[src/rtl/kfsi_ram.sv]
// Generic single-write, single-read RAM with registered read data.
`timescale 1ns / 1ps
module kfsi_ram #(
   parameter int WIDTH = 8,
   parameter int DEPTH = 64
) (
   input  logic                     clock,
   input  logic                     wr_en,
   input  logic [$clog2(DEPTH)-1:0] wr_addr,
   input  logic [WIDTH-1:0]         wr_data,
   input  logic [$clog2(DEPTH)-1:0] rd_addr,
   output logic [WIDTH-1:0]         rd_data
);
   logic [WIDTH-1:0] mem_ff [DEPTH];
   logic [WIDTH-1:0] rd_data_ff;

   always_ff @(posedge clock) begin
      if (wr_en)
         mem_ff[wr_addr] <= wr_data;
      rd_data_ff <= mem_ff[rd_addr];
   end

   assign rd_data = rd_data_ff;
endmodule

[config.mk]
export PLATFORM = sky130hd
export DESIGN_NAME = kfsi_ram
export DESIGN_NICKNAME = d
export VERILOG_FILES = /design/src/rtl/kfsi_ram.sv
export SDC_FILE = /design/constraint.sdc
export NUM_CORES = 1
export LEC_CHECK = 0
export CAP_MARGIN = 30
export CORE_AREA = 2 2 223 268
export CTS_CLUSTER_SIZE = 20
export DETAILED_ROUTE_END_ITERATION = 7
export DIE_AREA = 0 0 225 270
export DONT_BUFFER_PORTS = 1
export SYNTH_ARGS = -nofsm -noshare
export SYNTH_HDL_FRONTEND = slang
export SYNTH_SLANG_ARGS = --single-unit
[constraint.sdc]
create_clock -name clock -period 3.4 [get_ports clock]
set_input_delay 0 -clock clock [delete_from_list [all_inputs] [get_ports clock]]
set_output_delay 0 -clock clock [all_outputs]
set_load 0.01 [all_outputs]
# Yosys cells after proc, flatten, opt, wreduce, memory -nomap -nowiden
# Memories as Yosys holds them, arrays and structs flattened. A register that Yosys moved wholly into a read port is not among the register bits.
# Cells that the tools add are included.
# word_totals
memories	1
register_bits	0
ram_bits	512
elab_cells	3
out_inout_bits	8
input_bits	22
# op_classes
muxes	2
# mem_list
name	depth	width	rd	rd_clocked_by_memory_dff	write_ports	line_no	rtl
mem_ff	64	8	1	1	1	14	logic [WIDTH-1:0] mem_ff [DEPTH];
# op_table
op	count
1-bit two-way mux	2

# Logic depth before layout (Yosys ltp)
# Gate-level depths: netlist of the first run.
# depth
word_depth	2
depth_mapped	9
ltp_nobuf	5

# Worst setup path before layout of the first run
# OpenSTA, ideal clock, no wires.
# synth_timing
path_kind	flip-flop to flip-flop
from	mem mem_ff[29][4]
to	reg rd_data_ff[4], in the netlist rd_data[4], read port of mem_ff
synth_period_minus_slack_ns	1.692
required_ns	3.268
stages_incl_launch_ff	6
setup_time_ns	0.132
arrival_ns	1.560
setup_slack_ns	1.708
n_path_buf	0
cell_sequence	edfxtp_1 mux4_2 mux2_2 o221a_2 nor3_1 o32ai_1
# synth_lines
item	line_no	rtl
start: declaration	14	
end: declaration	15	logic [WIDTH-1:0] rd_data_ff;

==> reports/qor.yml, run 1 <==
outcome:
  outcome: "finished clean"
floorplan:
  fp-row-count: 97
  die_h_um: 270
  die_w_um: 225
  design.die.area_um2: 60800
  initial_utilization_pct: 34.7
  ios: 30
  fp.coreArea_um2: 58100
synthesis:
  synth_area_leaders: "edfxtp_1 76%, mux4_2 14%, nor2_1 1.5%, mux2i_1 1.1%, dfxtp_1 0.79%"
  yosysMostFrequentCell: "edfxtp_1"
  synth.distinct_cells: 40
  synth_top_area_share_pct: 76.2
  syn_inst: 940
  yosys.area.top_type: "edfxtp_1"
  async_reset_ff_share_pct: 0
  synth_edf_count: 512
  yosysSeqAreaShare_pct: 77.0
  syn_area_um2: 20200
  synth_warnings: 0
  synth-seq-cells: 520
  synth.avg_cell_area_um2: 21.5
  synth_nets: 962
  yosys-top-cells-count: "512 x edfxtp_1, 126 x mux4_2, 83 x nor2_1, 23 x mux2i_1, 19 x nand2_1"
  ys.flop_type: "edfxtp_1"
routing:
  vias: 9484
  route.detailed.drc: 0
  routed_wl_mm: 45.4
  drt_iter0_drc: 1042
  vias_per_cell: 5.36
  antenna_left: 0
  dr.pass1.iters: 5
  routedWlPerCell_um: 25.7
cts:
  clock_path_buffers: 3
  path_clk_slew_ns: 0.06
  cts-root-buf: "clkbuf_16"
  cts_setup_buffers: 0
  htree_num_levels: 2
  cts_made_buffers: 51
  clkSinkCount: 520
  cts_tree: "done"
  clk_latency_ns: 0.59
critical_path:
  cp.required_ns: 3.87
  crit_fanout: 1
  crit_type: "reg2reg"
  crit_arrival_ns: 3.60
  startpoint_type: "register"
  end_kind: "register"
placement:
  dp.cells: 1634
  hpwl_mm: 25.1
  portBuffers: 0
  globalplace.congestion: 0.799
  dpl_cell_area_um2: 20800
timing:
  hold_violations: 0
  fmaxAchievable_mhz: 320
  tightest_slew_ns: 0.963
  finalCritPeriodShare_pct: 92.0
  whs_ns: 0.0277
  rsz0062_at_grt: "no"
  period_needed_ns: 3.13
  slew_viol_final: 0
  slew_headroom_pct: 35.5
  fin_skew_ns: 0.0134
  setup_viol: 0
  tns_ns: 0
power:
  p_leak_nw: 7.05
  power_density_nw_per_um2: 581
  max-vdd-ir-drop_uv: 334
grt:
  antenna_found_initial: 0
  grt_max_degree: 135
  grt_pass1_vias: 9761
  grtUsageTotal_pct: 15.1
  grt-ovfl-total: 0
  grt_pass1_wl_mm: 66.5
layout:
  nNetsFinal: 1010
  stdcell_area_um2: 23100
  nFillCells: 5052
  area_delta_synth_final_pct: 14.4
  fin_cells: 1768
  drive_gt1_share_pct: 22.2
  antenna_cells: 0
worst_hold_path:
  hold_class: "in2reg"
run:
  max-cap-violations: 0
[registers in the layout, indices dropped and copies added, names as in the netlist]
register	count
rd_data	8
mem_ff	512
[critical path, stage by stage (launching register included)]
cell	delay, ns
edfxtp_1	0.36
mux4_2	0.49
mux2i_1	0.18
nand3_1	0.09
dlygate4sd3_1	0.58
nand3_1	0.08
dlygate4sd3_1	0.56
o32ai_1	0.07
dlygate4sd3_1	0.60
[stage by stage]
step	power, mW	setup slack, ns	utilization, %
after CTS	13.5	0.255	39.7
after floorplan	7.63	1.71	-
after global routing	13.8	0.168	39.7
final	13.4	0.273	39.7
after global placement	7.62	1.30	35.8
after detailed placement	7.62	1.31	35.8
[cells by family (layout without fill, tap and decap cells)]
family | after synthesis | count (layout) | share of synthesized area (%)
flops | 520 | 520 | 77.0
compound gates | 54 | 54 | 2.07
simple gates | 153 | 153 | 3.39
buf+inv | 51 | 137 | 1.57
mux | 162 | 162 | 15.9
[timing repair]
action / CTS / global route
hold buffers: 42 / 0
hold endpoints to repair: 584 / 0
gates resized for setup: 0 / 0
[report_power, final]
part           internal, mW  switching (mW)
sequential             7.09          0.0319
combinational         0.268           0.285
clock                  3.38            2.35
[path summary, 6_finish.rpt]
check / startpoint / endpoint / slack [ns] / depth (start not counted)
max: mem_ff[62][4]$_DFFE_PP_ / rd_data[4]$_DFF_P_ / 0.27 / 8
min: wr_addr[0] / mem_ff[54][7]$_DFFE_PP_ / 0.03 / 2
max reg2reg: mem_ff[62][4]$_DFFE_PP_ / rd_data[4]$_DFF_P_ / 0.27 / 8
min reg2reg: mem_ff[35][2]$_DFFE_PP_ / rd_data[2]$_DFF_P_ / 0.82 / 4
[cell type report]
class	count	area [um^2]	area share (%)
sequential	520	15500	67.3
multi-input combinational	369	4320	18.7
clock buffer	65	1370	5.94
tap	742	928	4.02
timing repair buffer	46	608	2.64
clock inverter	26	309	1.34
[routing by layer]
metal,GRT usage [%],vias up,routed length (um)
met5,0,-,0
met4,4.97,0,1150
met3,3.21,73,2890
met2,24.9,284,22700
met1,19.9,5088,18600
li1,-,4039,-
[cells in the final DEF (no fill, tap or decap), types with 2 or more instances in the layout]
cell type | netlist | layout
edfxtp_1 | 512 | 512
o2bb2ai_1 | 3 | 3
nand4_1 | 2 | 2
nor2b_1 | 14 | 14
clkinv_1 | 0 | 5
buf_4 | 13 | 3
nand3_1 | 13 | 13
nor4_1 | 2 | 2
buf_16 | 0 | 8
o22ai_1 | 8 | 8
o221ai_1 | 8 | 8
o41ai_1 | 2 | 2
nor2_1 | 83 | 83
bufinv_16 | 0 | 7
a2111oi_0 | 2 | 2
mux2_2 | 13 | 13
mux2i_1 | 23 | 23
clkinv_2 | 0 | 11
o2111ai_1 | 3 | 3
o221a_2 | 2 | 2
a22oi_1 | 3 | 3
nand2_1 | 19 | 19
clkbuf_1 | 17 | 12
o21ai_0 | 2 | 2
o21ai_1 | 2 | 2
mux4_2 | 126 | 126
a221oi_1 | 6 | 6
nand2b_1 | 7 | 7
nand3b_1 | 3 | 3
o32ai_1 | 2 | 2
clkbuf_16 | 0 | 53
nor3_1 | 7 | 7
a21oi_1 | 3 | 3
dlygate4sd3_1 | 0 | 33
o21a_1 | 2 | 2
dfxtp_1 | 8 | 8
a211oi_1 | 4 | 4
Note: power is estimated with default switching activity, not from simulation.
==> run 2: changes to the inputs <==
--- a/config.mk
+++ b/config.mk
@@ -5,12 +5,12 @@
 export SDC_FILE = /design/constraint.sdc
 export NUM_CORES = 1
 export LEC_CHECK = 0
+export BUFFER_PORTS_ARGS = -buffer_cell sky130_fd_sc_hd__clkbuf_2
 export CAP_MARGIN = 30
 export CORE_AREA = 2 2 223 268
 export CTS_CLUSTER_SIZE = 20
 export DETAILED_ROUTE_END_ITERATION = 7
 export DIE_AREA = 0 0 225 270
-export DONT_BUFFER_PORTS = 1
 export SYNTH_ARGS = -nofsm -noshare
 export SYNTH_HDL_FRONTEND = slang
 export SYNTH_SLANG_ARGS = --single-unit
==> run 2 against run 1 <==
Final area fell by 0.38%. Clock power is essentially flat. Clock-buffer cell count is 2 higher. Register-to-register slack improved by 0.79 ns. Total power up 0.85%. Global-route usage increased by 0.26 points. Highest routed layer is now met5.
==> reports/qor.yml, run 2 (synthesis results as in run 1) <==
outcome:
  outcome: "finished clean"
cts:
  clock_path_buffers: 3
  clkSinkCount: 520
  cts-root-buf: "clkbuf_16"
  clk_latency_ns: 0.57
  cts_resized: 0
  holdBufCountCts: 1
  cts_setup_buffers: 0
  htree_num_levels: 2
  cts_tree: "done"
  cts_made_buffers: 50
  path_clk_slew_ns: 0.06
routing:
  routedWlPerCell_um: 25.9
  vias_per_cell: 5.35
  wl_met3_mm: 3.12
  wl_met1_mm: 18.7
  antenna_left: 0
  dr.pass1.iters: 5
  top_layer: "met5"
  vias: 9576
  drt_iter0_drc: 1019
  wl_met2_mm: 23.3
  routed_wl_mm: 46.3
  route.detailed.drc: 0
timing:
  fmaxAchievable_mhz: 428
  tns_ns: 0
  slew_headroom_pct: 35.1
  rsz0062_at_grt: "no"
  period_needed_ns: 2.34
  finalCritPeriodShare_pct: 68.7
  setup_viol: 0
  fin_ws_ns: 1.06
  tightest_slew_ns: 0.971
  hold_violations: 0
  slew_viol_final: 0
  fin_skew_ns: 0.0148
  whs_ns: 0.0189
grt:
  antenna_found_initial: 3
  grt_max_degree: 65
  grt_pass1_wl_mm: 68.3
  grtUsageTotal_pct: 15.4
  grt-ovfl-total: 0
  grt_pass1_vias: 9884
critical_path:
  crit_arrival_ns: 2.76
  crit_type: "reg2reg"
  cp.required_ns: 3.82
  end_kind: "register"
  startpoint_type: "register"
  crit_fanout: 1
  ff2ff_path_depth: 5
placement:
  dpl_cell_area_um2: 21200
  globalplace.congestion: 0.786
  pre_cts_slack_ns: 0.748
  hpwl_mm: 29.1
  portBuffers: 29
power:
  p_switching_mw: 2.75
  p_seq_share_pct: 52.7
  p_comb_share_pct: 5.0
  max-vdd-ir-drop_uv: 397
  power_report.internal_total_mw: 10.8
  power_mw: 13.5
  clockPowerShare_pct: 42.4
  power_density_nw_per_um2: 588
  p_leak_nw: 7.11
  swShare_pct: 20.3
floorplan:
  design.die.area_um2: 60800
  die_w_um: 225
  die_h_um: 270
  initial_utilization_pct: 34.7
  fp-row-count: 97
  fp.coreArea_um2: 58100
  ios: 30
layout:
  drive_gt1_share_pct: 26.0
  largest_register_ffs: 512
  final_cell_mix: "512 x edfxtp_1, 126 x mux4_2, 83 x nor2_1, 51 x clkbuf_16, 32 x buf_4"
  antenna_cells: 0
  stdcell_area_um2: 23000
  nNetsFinal: 1030
  mostFrequentLayoutCell: "edfxtp_1"
  largest_register: "mem_ff"
  area_delta_synth_final_pct: 13.9
worst_hold_path:
  min_delay_path_depth: 1
  hold_class: "in2reg"
run:
  max-cap-violations: 0
## run 2: cell count changes in the layout (fill, tap and decap cells not counted), sizes merged
cell,previous run,this run
bufinv,7,8
clkbuf,65,94
dlygate4sd3,33,3
clkinvlp,1,0
buf,13,37
## run 2: path summary, 6_finish.rpt
| kind | startpoint | endpoint | slack, ns |
|---|---|---|---|
| max reg2reg | mem_ff[21][4]$_DFFE_PP_ | rd_data[4]$_DFF_P_ | 1.06 |
| min reg2reg | mem_ff[31][6]$_DFFE_PP_ | rd_data[6]$_DFF_P_ | 0.85 |
| min | wr_data[1] | mem_ff[43][1]$_DFFE_PP_ | 0.02 |
| max | mem_ff[21][4]$_DFFE_PP_ | rd_data[4]$_DFF_P_ | 1.06 |
## run 2: power groups by stage
stage | Clock [mW] | Combinational, mW | Sequential (mW)
6_report | 5.73 | 0.671 | 7.12
3_5_place_dp | 0 | 0.675 | 7.26
4_1_cts | 5.82 | 0.679 | 7.12
2_1_floorplan | 0 | 0.378 | 7.25
3_3_place_gp | 0 | 0.667 | 7.26
5_1_grt | 6.04 | 0.719 | 7.12
## run 2: cell type report
cell class	count	area [um^2]
Multi-Input combinational cell	369	4320
Clock inverter	26	319
Fill cell	5067	35200
Sequential cell	520	15500
Clock buffer	67	1370
Timing Repair Buffer	67	514
Tap cell	742	928
## run 2: per-layer routing
layer	up-vias	track usage, %
li1	4062	-
met1	5106	20.2
met2	318	25.8
met3	84	2.95
met4	6	4.69
met5	-	0
## run 2: critical path: stages, from the launching register on
cell,delay (ns)
edfxtp_1,0.36
mux4_2,0.48
mux2_2,0.30
o221a_2,0.29
nor3_1,0.57
o32ai_1,0.20
## run 2: per-stage QoR
stage / instances / util (%)
2_1_floorplan: 940 / -
3_3_place_gp: 1692 / 36.5
3_5_place_dp: 1692 / 36.5
4_1_cts: 1786 / 39.4
5_1_grt: 1791 / 39.5
6_report: 1791 / 39.5
